File: config.mk
export PLATFORM = sky130hd
export DESIGN_NAME = unix_seconds_calendar_convert
export DESIGN_NICKNAME = d
export VERILOG_FILES = /design/src/hdl/usc_pkg.sv /design/src/hdl/unix_seconds_calendar_convert.sv
export SDC_FILE = /design/constraint.sdc
export NUM_CORES = 1
export LEC_CHECK = 0
export ABC_AREA = 0
export BUFFER_PORTS_ARGS = -buffer_cell sky130_fd_sc_hd__buf_2
export CAP_MARGIN = 10
export CORE_MARGIN = 4
export CORE_UTILIZATION = 29
export CTS_CLUSTER_SIZE = 40
export DETAILED_ROUTE_END_ITERATION = 8
export PLACE_DENSITY_LB_ADDON = 0.15
export SYNTH_ARGS = -nofsm -noshare
export SYNTH_HDL_FRONTEND = slang
export SYNTH_SLANG_ARGS = --single-unit
File: constraint.sdc
create_clock -name clk_i -period 8.11 [get_ports clk_i]
set_clock_uncertainty 0.2 [all_clocks]
set_input_delay 0.4055 -clock clk_i [delete_from_list [all_inputs] [get_ports clk_i]]
set_output_delay 0.4055 -clock clk_i [all_outputs]
set_load 0.01 [all_outputs]
File: src/hdl/usc_pkg.sv
// Shared types, constants and calendar helper functions for the seconds/calendar converter.
`default_nettype none
package usc_pkg;

  localparam int unsigned SecondsBits = 32;
  localparam int unsigned AccW = SecondsBits + 8;

  localparam logic        FuncToDate = 1'b0;
  localparam logic        FuncToSecs = 1'b1;

  localparam logic [16:0] SecPerDay  = 17'd86400;
  localparam logic [11:0] SecPerHour = 12'd3600;
  localparam logic [5:0]  SecPerMin  = 6'd60;
  localparam logic [11:0] EpochYear  = 12'd1970;
  localparam logic [6:0]  EpochMod100 = 7'd70;
  localparam logic [8:0]  EpochMod400 = 9'd370;
  localparam logic [24:0] SecPerYear     = 25'd31536000;
  localparam logic [24:0] SecPerLeapYear = 25'd31622400;

  typedef struct packed {
    logic        func;
    logic [31:0] in_seconds;
    logic [11:0] in_year;
    logic [3:0]  in_month;
    logic [4:0]  in_day;
    logic [4:0]  in_hour;
    logic [5:0]  in_minute;
    logic [5:0]  in_second;
  } in_item_t;

  typedef struct packed {
    logic [31:0] out_seconds;
    logic [11:0] out_year;
    logic [3:0]  out_month;
    logic [4:0]  out_day;
    logic [4:0]  out_hour;
    logic [5:0]  out_minute;
    logic [5:0]  out_second;
    logic [2:0]  out_weekday;
    logic [8:0]  out_yearday;
    logic        overflow;
  } out_item_t;

  // Length of a zero based month; February follows the leap flag.
  function automatic logic [4:0] month_days(input logic [3:0] m, input logic leap);
    logic [4:0] d;
    unique case (m)
      4'd1:                      d = leap ? 5'd29 : 5'd28;
      4'd3, 4'd5, 4'd8, 4'd10:   d = 5'd30;
      default:                   d = 5'd31;
    endcase
    return d;
  endfunction

  // Seconds in a month of the given length.
  function automatic logic [21:0] month_secs(input logic [4:0] d);
    logic [21:0] s;
    unique case (d)
      5'd28:   s = 22'd2419200;
      5'd29:   s = 22'd2505600;
      5'd30:   s = 22'd2592000;
      default: s = 22'd2678400;
    endcase
    return s;
  endfunction

endpackage
`default_nettype wire

File: src/hdl/unix_seconds_calendar_convert.sv
// Top level of the seconds-since-1970 to Gregorian calendar converter and its inverse.
// One request is worked at a time by a sequencer with narrow adders. Seconds to date runs a
// bit-serial division by 86400, up to 23 hour and 59 minute subtraction steps, one year
// step per year since 1970 and up to 11 month steps. Date to seconds first finds the year's
// leap status bit-serially, then steps one year at a time from 1970, takes up to 12 month
// steps, then steps once per unit of day, hour and minute.
// The result sits in an output register, so a new request is taken while it waits.
`default_nettype none
module unix_seconds_calendar_convert (
  input  wire logic              clk_i,
  input  wire logic              rst_ni,
  input  wire logic              in_valid_i,
  output logic                   in_stall_o,
  input  wire usc_pkg::in_item_t in_data_i,
  output logic                   out_valid_o,
  input  wire logic              out_stall_i,
  output usc_pkg::out_item_t     out_data_o
);

  localparam logic [3:0] S_IDLE = 4'd0;
  localparam logic [3:0] S_DIV  = 4'd1;
  localparam logic [3:0] S_HR0  = 4'd2;
  localparam logic [3:0] S_MN0  = 4'd3;
  localparam logic [3:0] S_YR0  = 4'd4;
  localparam logic [3:0] S_MO0  = 4'd5;
  localparam logic [3:0] S_LEAP = 4'd6;
  localparam logic [3:0] S_YR1  = 4'd7;
  localparam logic [3:0] S_MO1  = 4'd8;
  localparam logic [3:0] S_DAY1 = 4'd9;
  localparam logic [3:0] S_HR1  = 4'd10;
  localparam logic [3:0] S_MN1  = 4'd11;
  localparam logic [3:0] S_DONE = 4'd12;

  localparam int unsigned AccW = usc_pkg::AccW;

  logic [3:0]  state_q, state_d;
  usc_pkg::in_item_t  req_q, req_d;
  usc_pkg::out_item_t res_q, res_d, out_q, out_d;
  logic        out_valid_q, out_valid_d;
  logic [31:0] num_q, num_d;
  logic [16:0] rem_q, rem_d;
  logic [15:0] days_q, days_d;
  logic [2:0]  wk_q, wk_d;
  logic [4:0]  hour_q, hour_d;
  logic [5:0]  min_q, min_d;
  logic [11:0] yr_q, yr_d;
  logic [6:0]  c100_q, c100_d;
  logic [8:0]  c400_q, c400_d;
  logic [3:0]  mon_q, mon_d;
  logic [5:0]  cnt_q, cnt_d;
  logic [6:0]  r100_q, r100_d;
  logic [8:0]  r400_q, r400_d;
  logic        leap_in_q, leap_in_d;
  logic [AccW-1:0] acc_q, acc_d;

  logic        leap_cnt, leap_mon;
  logic [8:0]  ylen;
  logic [4:0]  mdays;
  logic [17:0] div_t;
  logic [3:0]  wk_t;
  logic [7:0]  m100_t;
  logic [9:0]  m400_t;
  logic        ybit;
  logic [3:0]  mlim;
  logic        out_free;

  assign leap_cnt = (yr_q[1:0] == 2'd0) && ((c100_q != 7'd0) || (c400_q == 9'd0));
  assign leap_mon = (req_q.func == usc_pkg::FuncToSecs) ? leap_in_q : leap_cnt;
  assign ylen     = leap_cnt ? 9'd366 : 9'd365;
  assign mdays    = usc_pkg::month_days(mon_q, leap_mon);
  assign div_t    = {rem_q, num_q[31]};
  assign ybit     = req_q.in_year[cnt_q[3:0]];
  assign m100_t   = {r100_q, ybit};
  assign m400_t   = {r400_q, ybit};
  assign mlim     = (req_q.in_month > 4'd12) ? 4'd12 : req_q.in_month;
  assign out_free = !out_valid_q || !out_stall_i;

  assign in_stall_o  = (state_q != S_IDLE);
  assign out_valid_o = out_valid_q;
  assign out_data_o  = out_q;

  always_comb begin
    state_d = state_q;  req_d = req_q;  res_d = res_q;
    num_d = num_q;  rem_d = rem_q;  days_d = days_q;  wk_d = wk_q;
    hour_d = hour_q;  min_d = min_q;  yr_d = yr_q;  c100_d = c100_q;  c400_d = c400_q;
    mon_d = mon_q;  cnt_d = cnt_q;  r100_d = r100_q;  r400_d = r400_q;
    leap_in_d = leap_in_q;  acc_d = acc_q;
    out_d = out_q;
    out_valid_d = out_valid_q && out_stall_i;
    wk_t = 4'd0;

    unique case (state_q)
      S_IDLE: begin
        if (in_valid_i) begin
          req_d  = in_data_i;
          res_d  = '0;
          num_d  = in_data_i.in_seconds;
          rem_d  = '0;  days_d = '0;  wk_d = '0;  hour_d = '0;  min_d = '0;
          yr_d   = usc_pkg::EpochYear;
          c100_d = usc_pkg::EpochMod100;
          c400_d = usc_pkg::EpochMod400;
          mon_d  = '0;
          r100_d = '0;  r400_d = '0;
          acc_d  = AccW'(0) - AccW'(usc_pkg::SecPerDay);
          if (in_data_i.func == usc_pkg::FuncToDate) begin
            cnt_d   = 6'd31;
            state_d = S_DIV;
          end else begin
            cnt_d   = 6'd11;
            state_d = S_LEAP;
          end
        end
      end
      S_DIV: begin
        // Restoring division by 86400, one quotient bit per cycle, with the
        // quotient folded modulo 7 on the fly for the weekday.
        num_d = {num_q[30:0], 1'b0};
        if (div_t >= 18'(usc_pkg::SecPerDay)) begin
          rem_d  = 17'(div_t - 18'(usc_pkg::SecPerDay));
          days_d = {days_q[14:0], 1'b1};
          wk_t   = {wk_q, 1'b1};
        end else begin
          rem_d  = div_t[16:0];
          days_d = {days_q[14:0], 1'b0};
          wk_t   = {wk_q, 1'b0};
        end
        wk_d = (wk_t >= 4'd7) ? 3'(wk_t - 4'd7) : wk_t[2:0];
        cnt_d = cnt_q - 6'd1;
        if (cnt_q == 6'd0) begin
          state_d = S_HR0;
        end
      end
      S_HR0: begin
        if (rem_q >= 17'(usc_pkg::SecPerHour)) begin
          rem_d  = rem_q - 17'(usc_pkg::SecPerHour);
          hour_d = hour_q + 5'd1;
        end else begin
          state_d = S_MN0;
        end
      end
      S_MN0: begin
        if (rem_q >= 17'(usc_pkg::SecPerMin)) begin
          rem_d = rem_q - 17'(usc_pkg::SecPerMin);
          min_d = min_q + 6'd1;
        end else begin
          state_d = S_YR0;
        end
      end
      S_YR0: begin
        if (days_q >= 16'(ylen)) begin
          days_d = days_q - 16'(ylen);
          yr_d   = yr_q + 12'd1;
          c100_d = (c100_q == 7'd99) ? 7'd0 : c100_q + 7'd1;
          c400_d = (c400_q == 9'd399) ? 9'd0 : c400_q + 9'd1;
        end else begin
          res_d.out_yearday = days_q[8:0];
          state_d = S_MO0;
        end
      end
      S_MO0: begin
        if ((mon_q < 4'd11) && (days_q >= 16'(mdays))) begin
          days_d = days_q - 16'(mdays);
          mon_d  = mon_q + 4'd1;
        end else begin
          res_d.out_year    = yr_q;
          res_d.out_month   = mon_q;
          res_d.out_day     = 5'(days_q + 16'd1);
          res_d.out_hour    = hour_q;
          res_d.out_minute  = min_q;
          res_d.out_second  = rem_q[5:0];
          res_d.out_weekday = (wk_q >= 3'd3) ? 3'(wk_q - 3'd3) : 3'(wk_q + 3'd4);
          state_d = S_DONE;
        end
      end
      S_LEAP: begin
        // Year modulo 100 and 400, one year bit per cycle, most significant first.
        r100_d = (m100_t >= 8'd100) ? 7'(m100_t - 8'd100) : m100_t[6:0];
        r400_d = (m400_t >= 10'd400) ? 9'(m400_t - 10'd400) : m400_t[8:0];
        cnt_d  = cnt_q - 6'd1;
        if (cnt_q == 6'd0) begin
          state_d = S_YR1;
        end
      end
      S_YR1: begin
        leap_in_d = (req_q.in_year[1:0] == 2'd0) && ((r100_q != 7'd0) || (r400_q == 9'd0));
        if (yr_q < req_q.in_year) begin
          acc_d  = acc_q + AccW'(leap_cnt ? usc_pkg::SecPerLeapYear : usc_pkg::SecPerYear);
          yr_d   = yr_q + 12'd1;
          c100_d = (c100_q == 7'd99) ? 7'd0 : c100_q + 7'd1;
          c400_d = (c400_q == 9'd399) ? 9'd0 : c400_q + 9'd1;
        end else begin
          state_d = S_MO1;
        end
      end
      S_MO1: begin
        if (mon_q < mlim) begin
          acc_d = acc_q + AccW'(usc_pkg::month_secs(mdays));
          mon_d = mon_q + 4'd1;
        end else begin
          cnt_d   = 6'(req_q.in_day);
          state_d = S_DAY1;
        end
      end
      S_DAY1: begin
        if (cnt_q != 6'd0) begin
          acc_d = acc_q + AccW'(usc_pkg::SecPerDay);
          cnt_d = cnt_q - 6'd1;
        end else begin
          cnt_d   = 6'(req_q.in_hour);
          state_d = S_HR1;
        end
      end
      S_HR1: begin
        if (cnt_q != 6'd0) begin
          acc_d = acc_q + AccW'(usc_pkg::SecPerHour);
          cnt_d = cnt_q - 6'd1;
        end else begin
          cnt_d   = req_q.in_minute;
          state_d = S_MN1;
        end
      end
      S_MN1: begin
        if (cnt_q != 6'd0) begin
          acc_d = acc_q + AccW'(usc_pkg::SecPerMin);
          cnt_d = cnt_q - 6'd1;
        end else begin
          acc_d = acc_q + AccW'(req_q.in_second);
          state_d = S_DONE;
        end
      end
      S_DONE: begin
        if (out_free) begin
          out_d = res_q;
          if (req_q.func == usc_pkg::FuncToSecs) begin
            out_d.out_seconds = acc_q[31:0];
            // A negative total also lands here through its sign bits.
            out_d.overflow    = |acc_q[AccW-1:usc_pkg::SecondsBits];
          end
          out_valid_d = 1'b1;
          state_d     = S_IDLE;
        end
      end
      default: state_d = S_IDLE;
    endcase
  end

  always_ff @(posedge clk_i or negedge rst_ni) begin
    if (!rst_ni) begin
      state_q     <= S_IDLE;
      out_valid_q <= 1'b0;
    end else begin
      state_q     <= state_d;
      out_valid_q <= out_valid_d;
    end
  end

  always_ff @(posedge clk_i) begin
    req_q <= req_d;  res_q <= res_d;  out_q <= out_d;
    num_q <= num_d;  rem_q <= rem_d;  days_q <= days_d;  wk_q <= wk_d;
    hour_q <= hour_d;  min_q <= min_d;  yr_q <= yr_d;  c100_q <= c100_d;  c400_q <= c400_d;
    mon_q <= mon_d;  cnt_q <= cnt_d;  r100_q <= r100_d;  r400_q <= r400_d;
    leap_in_q <= leap_in_d;  acc_q <= acc_d;
  end

  a_rem_below_day: assert property (@(posedge clk_i) disable iff (!rst_ni)
    (state_q == S_HR0) |-> (rem_q < 17'(usc_pkg::SecPerDay)))
    else $error("remainder of day division out of range");

  a_month_range: assert property (@(posedge clk_i) disable iff (!rst_ni)
    (state_q == S_MO0) |-> (mon_q <= 4'd11))
    else $error("month walk ran past December");

  a_date_no_ovf: assert property (@(posedge clk_i) disable iff (!rst_ni)
    (out_valid_o && out_data_o.overflow) |-> (out_data_o.out_year == 12'd0))
    else $error("overflow set on a date result");

  a_done_to_idle: assert property (@(posedge clk_i) disable iff (!rst_ni)
    ((state_q == S_DONE) && out_free) |=> (out_valid_o && (state_q == S_IDLE)))
    else $error("finished result not transferred to output register");

endmodule
`default_nettype wire

== After elaboration in Yosys (flattened, before gate mapping) ==
Cells that the tools add are included.

* Flip-flop bits (word level): 351
* Output and inout port bits: 85
* Word-level logic and storage cells: 268

* $add $sub $neg: 24
* $lt $le $gt $ge: 14
* Equal/unequal tests: 44
* Multiplexer cells: 95
* Reductions and logical operators: 49

{| class="wikitable"
|+ Operators by type and width
! cell !! count
|-
| $mux W40 || 6
|-
| $pmux W40 S6 || 1
|-
| $pmux W41 S2 || 1
|-
| $mux W4 || 18
|-
| $mux W17 || 4
|-
| $pmux W17 S4 || 1
|-
| $pmux W16 S4 || 1
|-
| $pmux W32 S2 || 1
|-
| $mux W9 || 7
|-
| $pmux W20 S3 || 1
|-
| $pmux W4 S13 || 1
|-
| $mux W51 || 1
|-
| $mux W16 || 3
|-
| $mux W22 || 2
|-
| $ne A2 B2 Y1 const B || 22
|-
| $mux W6 || 7
|-
| $mux W7 || 6
|-
| $mux W41 || 1
|-
| $add A40 B12 Y40 const B || 1
|-
| $add A40 B17 Y40 const B || 1
|-
| $add A40 B22 Y40 || 1
|-
| $add A40 B25 Y40 || 1
|-
| $add A40 B6 Y40 || 1
|-
| $add A40 B6 Y40 const B || 1
|-
| 77 further kinds || 136
|}

== Depth between registers and ports, before layout ==
Gate-level depths: netlist of run 1.

* Depth after elaboration: 13
* Gate-level depth with buffers: 19
* Mapped depth without buffers: 19

== Worst setup path after synthesis of run 1 ==
OpenSTA, ideal clock, no wires.

* Path kind: register -> register
* Start point: register state_q[2]
* End point: register out_q (netlist bit out_data_o[0]) (enable)
* Arrival: 5.040 ns
* Required time: 7.358 ns
* Path slack: 2.318 ns
* Stages on the path, launching flop included: 5
* Buffers on the path: 2
* Clock period less this slack: 5.792 ns
* Cell sequence: dfrtp_1 > clkbuf_1 > clkbuf_1 > nand3_1 > a21oi_1

* Longest elaborated chain between the ends: 2

{| class="wikitable"
|+ Ends and longest elaborated chain
! what !! RTL line !! RTL
|-
| from (decl) || unix_seconds_calendar_convert.sv:36 || <nowiki>logic [3:0] state_q, state_d;</nowiki>
|-
| from (signal assigned) || unix_seconds_calendar_convert.sv:252 || <nowiki>state_q <= state_d;</nowiki>
|-
| $eq A4 B4 Y1 || unix_seconds_calendar_convert.sv:92 || <nowiki>unique case (state_q)</nowiki>
|-
| $reduce_and A2 Y1 (no line) || - ||
|-
| to (signal assigned) || unix_seconds_calendar_convert.sv:258 || <nowiki>req_q <= req_d; res_q <= res_d; out_q <= out_d;</nowiki>
|-
| to (decl) || unix_seconds_calendar_convert.sv:38 || <nowiki>usc_pkg::out_item_t res_q, res_d, out_q, out_d;</nowiki>
|}

No other way between the ends.
A chain may end at the register's enable or synchronous reset.

== Worst setup path after layout of run 1 ==
* Start point: register c400_q[3]
* End point: register acc_q[30] (data pin)

* Longest elaborated chain between the ends: 13
* Elaborated cells on any way between the ends: 18
* Those cells by class: add/sub: 2; eq/ne: 3; mux: 10; reduce/logical: 3

{| class="wikitable"
|+ Ends and longest elaborated chain
! what !! RTL line !! RTL
|-
| from (decl) || unix_seconds_calendar_convert.sv:48 || <nowiki>logic [8:0] c400_q, c400_d;</nowiki>
|-
| from (signal assigned) || unix_seconds_calendar_convert.sv:260 || <nowiki>hour_q <= hour_d; min_q <= min_d; yr_q <= yr_d; c100_q <= c100_d; c400_q <= c400_d;</nowiki>
|-
| $logic_not A9 Y1 * || unix_seconds_calendar_convert.sv:67 || <nowiki>assign leap_cnt = (yr_q[1:0] == 2'd0) && ((c100_q != 7'd0) || (c400_q == 9'd0));</nowiki>
|-
| $logic_or A1 B1 Y1 * || unix_seconds_calendar_convert.sv:67 ||
|-
| $logic_and A1 B1 Y1 * || unix_seconds_calendar_convert.sv:67 ||
|-
| $mux W1 || unix_seconds_calendar_convert.sv:68 || <nowiki>assign leap_mon = (req_q.func == usc_pkg::FuncToSecs) ? leap_in_q : leap_cnt;</nowiki>
|-
| $mux W1 || usc_pkg.sv:48 || <nowiki>4'd1: d = leap ? 5'd29 : 5'd28;</nowiki>
|-
| $pmux W2 S2 || usc_pkg.sv:47 || <nowiki>unique case (m)</nowiki>
|-
| $eq A5 B5 Y1 || usc_pkg.sv:58 || <nowiki>unique case (d)</nowiki>
|-
| $pmux W20 S3 || usc_pkg.sv:58 ||
|-
| $mux W22 || unix_seconds_calendar_convert.sv:196 || <nowiki>if (mon_q < mlim) begin</nowiki>
|-
| $mux W22 || unix_seconds_calendar_convert.sv:92 ||
|-
| $add A40 B22 Y40 || unix_seconds_calendar_convert.sv:197 || <nowiki>acc_d = acc_q + AccW'(usc_pkg::month_secs(mdays));</nowiki>
|-
| $mux W40 || unix_seconds_calendar_convert.sv:196 ||
|-
| $pmux W40 S6 * || unix_seconds_calendar_convert.sv:92 ||
|-
| net acc_d[30] || unix_seconds_calendar_convert.sv:54 || <nowiki>logic [AccW-1:0] acc_q, acc_d;</nowiki>
|-
| to (signal assigned) || unix_seconds_calendar_convert.sv:262 || <nowiki>leap_in_q <= leap_in_d; acc_q <= acc_d;</nowiki>
|-
| to (decl) || unix_seconds_calendar_convert.sv:54 ||
|}

Mark *: on every way through the listed nets, which the timed path passes. The rest lies on a longest branch. The select of a mux whose other input is x is not followed.

==> summary.txt, run 1 <==
GRT
  • Initial antenna violation count: 2
  • First-pass GRT wire length: 88700 um
  • Number of global-route vias before repair: 15400
  • Largest net degree at the start of global routing: 55
  • Overall routing resource usage: 0.156
  • Global route overflow: 0

Yosys
  • Post-synthesis adder-cell area fraction: 0.0517
  • Synth async-reset ratio: 0.0143
  • Prevailing post-synth register cell: edfxtp_1
  • Seq/Total Area, Yosys: 0.531
  • Largest family of logic cells by synthesized area: simple AND/OR/NAND/NOR gates
  • Mux contribution to synthesized area: 0.0128
  • Avg Inst Size Synth: 10.6 um2
  • Synth Cell Area: 0.0197 mm2
  • Xor/xnor share of the synthesized area: 0.0503
  • Post-Syn Instances: 1864
  • Post-synth EDFFs: 344
  • Yosys warns: 0
  • Synth Area in Compound Gates: 0.145
  • Unique cell type count in the Yosys netlist: 96
  • Net Count, Synth: 2018
  • Yosys reg bits: 349
  • Synth Area in Simple Gates: 0.177

Critical path
  • Crit path DAT: 5.87 ns
  • Setup CP Type: register to register
  • Critical Path Sink Type: register
  • Crit start category: register
  • Crit Reg-Reg Startpoint: c400_q[3]
  • Critical R2R Capture: acc_q[30]
  • Critical path's largest stage delay: 0.90 ns
  • FF-to-FF setup slack: 2.32 ns
  • CP Launch Point: c400_q[3]
  • Critical path peak fanout: 6
  • CP Capture Point: acc_q[30]
  • Most used cell, CP: ha_1
  • Crit-path slowest cell: a311oi_1
  • Critical path cell sequence: nor4_1, nand4b_1, a21boi_1, mux2i_1, nor2_1, o31a_1, ha_1, or3_1, ha_1, a211oi_1, o21ai_0, a32oi_1, a311oi_1, nand2_1, xnor2_1, o211ai_1
  • Cells on worst reg2reg path: 16
  • Worst EP required: 8.20 ns

Floorplanning
  • Initial Utilization: 0.293
  • Top Ports: 160
  • Area of the core: 0.0673 mm2
  • Width of the die: 269 um
  • Die Y-Extent: 269 um
  • Total die area: 0.0721 mm2
  • FP Rows: 95

Finish
  • Filler instances: 6817
  • Fraction of layout cells with a size suffix above 1: 0.144
  • Final Net Count: 2223
  • # diodes: 0
  • Design Area, Final: 0.0236 mm2
  • Most frequent cells in the layout: edfxtp_1 (344), nand2_1 (236), buf_2 (159)
  • Most common cell after layout, fill and taps aside: edfxtp_1
  • Area Overhead vs Synth: 19.9%

CTS
  • Worst-path clk slew: 0.06 ns
  • Worst-case clock buffer depth: 3
  • H-tree levels: 2
  • Clk sinks: 349
  • Clock latency on the worst-skew pair: 0.58 ns
  • Clock Tree Root: clkbuf_16
  • CTS Buf Count: 43
  • CTS tree: done

STA
  • Setup TNS Final: 0 ns
  • RSZ-0062 raised after global routing: false
  • Measured slew at the worst slew-check pin: 1.10 ns
  • Final setup fails: 0
  • Fin crit period: 5.79 ns
  • Achievable clock frequency: 173 MHz
  • Final-report hold violation count: 0
  • Slew headroom: 0.265
  • Slew Limit Fails: 0
  • Period utilization: 0.714

Placement
  • Placed cell areas: 0.0215 mm2
  • Final Wtd Congestion: 0.840
  • Port buffer count: 159
  • Placed wire-length estimate: 39100 um

Routing
  • Post-DRT Antenna Nets: 0
  • DR pass1 iterations: 5
  • Total number of vias: 15400
  • Routed WL per cell: 19.4 um
  • Drt drc: 0
  • Routed WL: 57700 um
  • Vias/cell: 5.16
  • Initial detailed-routing violation count: 1115

Pwr
  • Maximum VDD drop: 0.117 mV
  • Int Pwr: 3300 uW
  • Power density over the cells: 182 mW/mm2
  • Power share of the sequential group: 0.476
  • Switch share: 0.232
  • Lkg Pwr: 0.00861 uW
  • Psw: 997 uW
  • Clk pwr share: 0.456
  • Comb power frac: 0.068

Run status
  • Status: finished, final reports clean

Worst hold path
  • Hold/Removal Path Class: input port to async pin

Run
  • Maximum capacitance violations: 0
worst min path at each step:
stage / startpoint / end / slack, ns
floorplan: rst_ni / out_valid_o / -0.09
global placement: rst_ni / state_q[2] / 0.04
detailed placement: rst_ni / state_q[2] / 0.04
CTS: rst_ni / state_q[2] / 0.01
global route: rst_ni / state_q[3] / 0.03
finish: rst_ni / state_q[3] / 0.07
final cells by class:
type	instances	area (um2)	area share
tap	873	1090	0.0463
clock buffer	48	1090	0.0464
timing repair buffer	259	1740	0.0735
clock inverter	29	324	0.0137
multi-input combinational	1345	8650	0.366
inverter	71	267	0.0113
sequential	349	10500	0.443
stage by stage:
step	setup WS (ns)	total power, uW	utilization	hold WS [ns]	cells
2_1_floorplan	2.32	2250	-	-0.0901	1864
3_3_place_gp	2.58	2350	0.319	0.0355	2823
3_5_place_dp	2.42	2350	0.319	0.0365	2823
4_1_cts	2.35	4370	0.351	0.0124	2973
5_1_grt	1.87	4470	0.351	0.0292	2974
6_report	2.32	4290	0.351	0.0661	2974
routing by layer:
metal  part of all wire  up-vias  GRT usage
met3              0.054      102     0.0280
met2               0.48      411      0.267
met4              0.029        4     0.0524
li1                   -     7339          -
met5            0.00038        -          0
met1               0.43     7495      0.200
synth_stat cells (all sizes together), types with 11 or more instances:
cell type / n / area share
edfxtp: 344 / 0.52
and2: 49 / 0.016
nor2b: 12 / 0.0038
a21o: 13 / 0.0050
ha: 75 / 0.048
a31oi: 19 / 0.0060
a221oi: 13 / 0.0061
inv: 70 / 0.013
nor4: 19 / 0.0071
o21ai: 101 / 0.026
o211ai: 15 / 0.0057
xnor2: 63 / 0.028
and3: 60 / 0.019
o221ai: 30 / 0.014
buf: 11 / 0.0022
nand2: 236 / 0.045
a22oi: 11 / 0.0044
nor2: 154 / 0.029
a21oi: 92 / 0.024
a211oi: 12 / 0.0046
nand3: 57 / 0.014
nand2b: 16 / 0.0051
clkbuf: 88 / 0.017
or3: 12 / 0.0041
o22ai: 15 / 0.0048
nand4: 21 / 0.0070
xor2: 50 / 0.022
nor3: 35 / 0.0094
mux2i: 15 / 0.0076
cell families after synthesis:
| group | count (synthesis) |
|---|---|
| and+or+nand+nor | 711 |
| AOI/OAI and AO/OA | 421 |
| DFF | 349 |
| buffers and inverters | 170 |
| xor gates and xnor gates | 113 |
| adders and majority gates | 79 |
| muxes | 21 |
critical path: cells and delay by family, from the launching register on:
kind,cells,cell delay (ns)
AND/OR/NAND/NOR,5,1.18
multiplexers,1,0.16
XOR/XNOR,1,0.18
adder cells (fa/ha/maj),2,0.61
flip-flops,1,0.44
AO/OA/AOI/OAI,7,2.73
sequential cells by signal, indices dropped and copies added (netlist names), 6 cells and up:
signal and count:
acc_q 40, c100_q 7, c400_q 9, cnt_q 6, days_q 16, min_q 6
num_q 32, out_data_o 83, r400_q 9, rem_q 17, req_q 39, res_q 50
yr_q 12
repair_timing:
item	CTS	global route
setup buffers	0	0
resized for setup	0	0
hold buffers	73	0
setup endpoints to repair	0	0
hold endpoints to repair	77	0
power by group through the flow:
stage / registers [uW] / clock network [uW] / logic, uW
finish: 2040 / 1960 / 294
global placement: 2080 / 0 / 265
detailed placement: 2080 / 0 / 267
floorplan: 2070 / 0 / 180
global route: 2050 / 2100 / 326
CTS: 2040 / 2030 / 296
(Power assumes the default switching activity.)
==> run 2, diff against run 1 <==
clock period = 5.75 ns   (was 8.11 ns; I/O delays follow)
==> summary.txt, run 2 (same netlist as run 1, synthesis figures left out) <==
GRT
  • Largest net degree at the start of global routing: 55 (unchanged)
  • Global route overflow: 0 (unchanged)
  • Number of global-route vias before repair: 15400 (about the same)
  • Overall routing resource usage: 0.156 (about the same)
  • First-pass GRT wire length: 89000 um (was 88700 um)
  • Initial antenna violation count: 2 (unchanged)

Critical path
  • Critical path peak fanout: 6 (unchanged)
  • Crit start category: register (unchanged)
  • Worst EP required: 5.87 ns (was 8.20 ns)
  • Critical Path Sink Type: register (unchanged)
  • Setup CP Type: register to register (unchanged)
  • FF-to-FF setup slack: 0.62 ns (was 2.32 ns)
  • Crit path DAT: 5.25 ns (was 5.87 ns)

Worst hold path
  • Hold/Removal Path Class: input port to register (was input port to async pin)

STA
  • Period utilization: 0.892 (was 0.714)
  • RSZ-0062 raised after global routing: false (unchanged)
  • Achievable clock frequency: 195 MHz (was 173 MHz)
  • Final setup fails: 0 (unchanged)
  • Slew Limit Fails: 0 (unchanged)
  • PnR worst setup slack: 0.623 ns (was 2.32 ns)
  • Fin crit period: 5.13 ns (was 5.79 ns)
  • Measured slew at the worst slew-check pin: 1.16 ns (was 1.10 ns)
  • Setup TNS Final: 0 ns (unchanged)
  • Final-report hold violation count: 0 (unchanged)
  • Slew headroom: 0.225 (was 0.265)

CTS
  • Resized Gates After CTS: 0 (unchanged)
  • Clock Tree Root: clkbuf_16 (unchanged)
  • Worst-path clk slew: 0.06 ns (about the same)
  • Clk sinks: 349 (unchanged)
  • H-tree levels: 2 (unchanged)
  • CTS tree: done (unchanged)
  • Clock latency on the worst-skew pair: 0.59 ns (was 0.58 ns)
  • CTS Buf Count: 45 (was 43)
  • Worst-case clock buffer depth: 3 (unchanged)

Routing
  • Initial detailed-routing violation count: 1094 (was 1115)
  • Vias/cell: 5.15 (was 5.16)
  • Met3 routed WL: 2950 um (was 3110 um)
  • Drt drc: 0 (unchanged)
  • Post-DRT Antenna Nets: 0 (unchanged)
  • DR pass1 iterations: 5 (unchanged)
  • Met2 routed WL: 27600 um (was 28000 um)
  • Routed WL: 57100 um (was 57700 um)
  • Total number of vias: 15400 (about the same)
  • DRT met1 WL: 25400 um (was 24900 um)
  • Highest routed layer: met5 (unchanged)
  • Routed WL per cell: 19.1 um (was 19.4 um)

Floorplanning
  • Die Y-Extent: 269 um (unchanged)
  • Total die area: 0.0721 mm2 (unchanged)
  • Width of the die: 269 um (unchanged)
  • FP Rows: 95 (unchanged)
  • Area of the core: 0.0673 mm2 (unchanged)
  • Top Ports: 160 (unchanged)
  • Initial Utilization: 0.293 (unchanged)

Placement
  • Placed cell areas: 0.0215 mm2 (about the same)
  • Placed wire-length estimate: 39000 um (was 39100 um)
  • Post-placement setup slack: 0.676 ns (was 2.42 ns)
  • Final Wtd Congestion: 0.850 (was 0.840)
  • Port buffer count: 159 (unchanged)

Finish
  • Design Area, Final: 0.0237 mm2 (was 0.0236 mm2)
  • Filler instances: 6705 (was 6817)
  • Number of flip-flops in the largest register: 83 (unchanged)
  • Most common cell after layout, fill and taps aside: edfxtp_1 (unchanged)
  • Area Overhead vs Synth: 20.5% (was 19.9%)
  • Fraction of layout cells with a size suffix above 1: 0.150 (was 0.144)
  • Final Net Count: 2231 (was 2223)
  • Core Util, Final: 0.353 (was 0.351)
  • Most frequent cells in the layout: edfxtp_1 (344), nand2_1 (236), buf_2 (159) (unchanged)

Pwr
  • Maximum VDD drop: 0.209 mV (was 0.117 mV)
  • Power density over the cells: 258 mW/mm2 (was 182 mW/mm2)
  • Design Power: 6120 uW (was 4290 uW)
  • Lkg Pwr: 0.00866 uW (was 0.00861 uW)

Run status
  • Status: finished, final reports clean (unchanged)

Run
  • Maximum capacitance violations: 0 (unchanged)
run 2: cell types whose count changed in the layout (fill, tap and decap cells not counted), sizes merged:
cell / change
clkinvlp: +2
clkbuf: +3
inv: +4
diode: +1
bufinv: -2
dlygate4sd3: +1
buf: +5
run 2: worst paths after layout:
kind	endpoint	startpoint	depth (start not counted)
setup / recovery	acc_q[32]	c100_q[3]	16
hold / removal	rem_q[3]	in_valid_i	3
setup reg to reg	acc_q[32]	c100_q[3]	16
hold reg to reg	out_data_o[19]	res_q[19]	0
max in group asynchronous	state_q[1]	rst_ni	3
min in group asynchronous	state_q[3]	rst_ni	3
run 2: what timing repair did:
action,in CTS,in global routing
buffers inserted,0,0
hold endpoints to repair,78,0
hold buffers,74,0
run 2: report_power, final:
group	leakage, uW	switching (uW)	internal (uW)
clock	0.000715	1170	1640
sequential	0.00313	42.3	2840
combinational	0.00481	246	169
run 2: worst max-delay path, cell delays in order, from the launching register on:
cell	delay [ns]
edfxtp_1	0.48
nor3_1	0.20
nor4bb_1	0.31
a21boi_1	0.16
mux2i_1	0.16
nor2_1	0.06
o31a_1	0.36
ha_1	0.35
or3_1	0.42
ha_1	0.32
a211oi_1	0.10
o21ai_0	0.43
a32oi_1	0.30
a311oi_1	0.57
nor2_1	0.08
a211oi_1	0.26
o211ai_1	0.12
run 2: final cells by class:
| type | count | area (um2) | area share |
|---|---|---|---|
| tap | 873 | 1090 | 0.0460 |
| clock buffer | 51 | 1150 | 0.0484 |
| clock inverter | 33 | 332 | 0.0140 |
| timing repair buffer | 265 | 1790 | 0.0754 |
| sequential | 349 | 10500 | 0.441 |
| multi-input combinational | 1345 | 8650 | 0.364 |
| antenna | 1 | 2.50 | 0.000105 |
| inverter | 71 | 267 | 0.0112 |
run 2: per-stage QoR:
stage               hold slack (ns)  instances
floorplan                    -0.208       1864
global placement            -0.0771       2829
detailed placement          -0.0792       2829
CTS                          0.0916       2987
global route                  0.111       2987
finish                        0.123       2988
run 2: per-layer routing:
| metal | GRT usage | vias to the layer above |
|---|---|---|
| met3 | 0.0300 | 89 |
| met1 | 0.205 | 7545 |
| li1 | - | 7382 |
| met5 | 0 | - |
| met4 | 0.0394 | 4 |
| met2 | 0.265 | 360 |
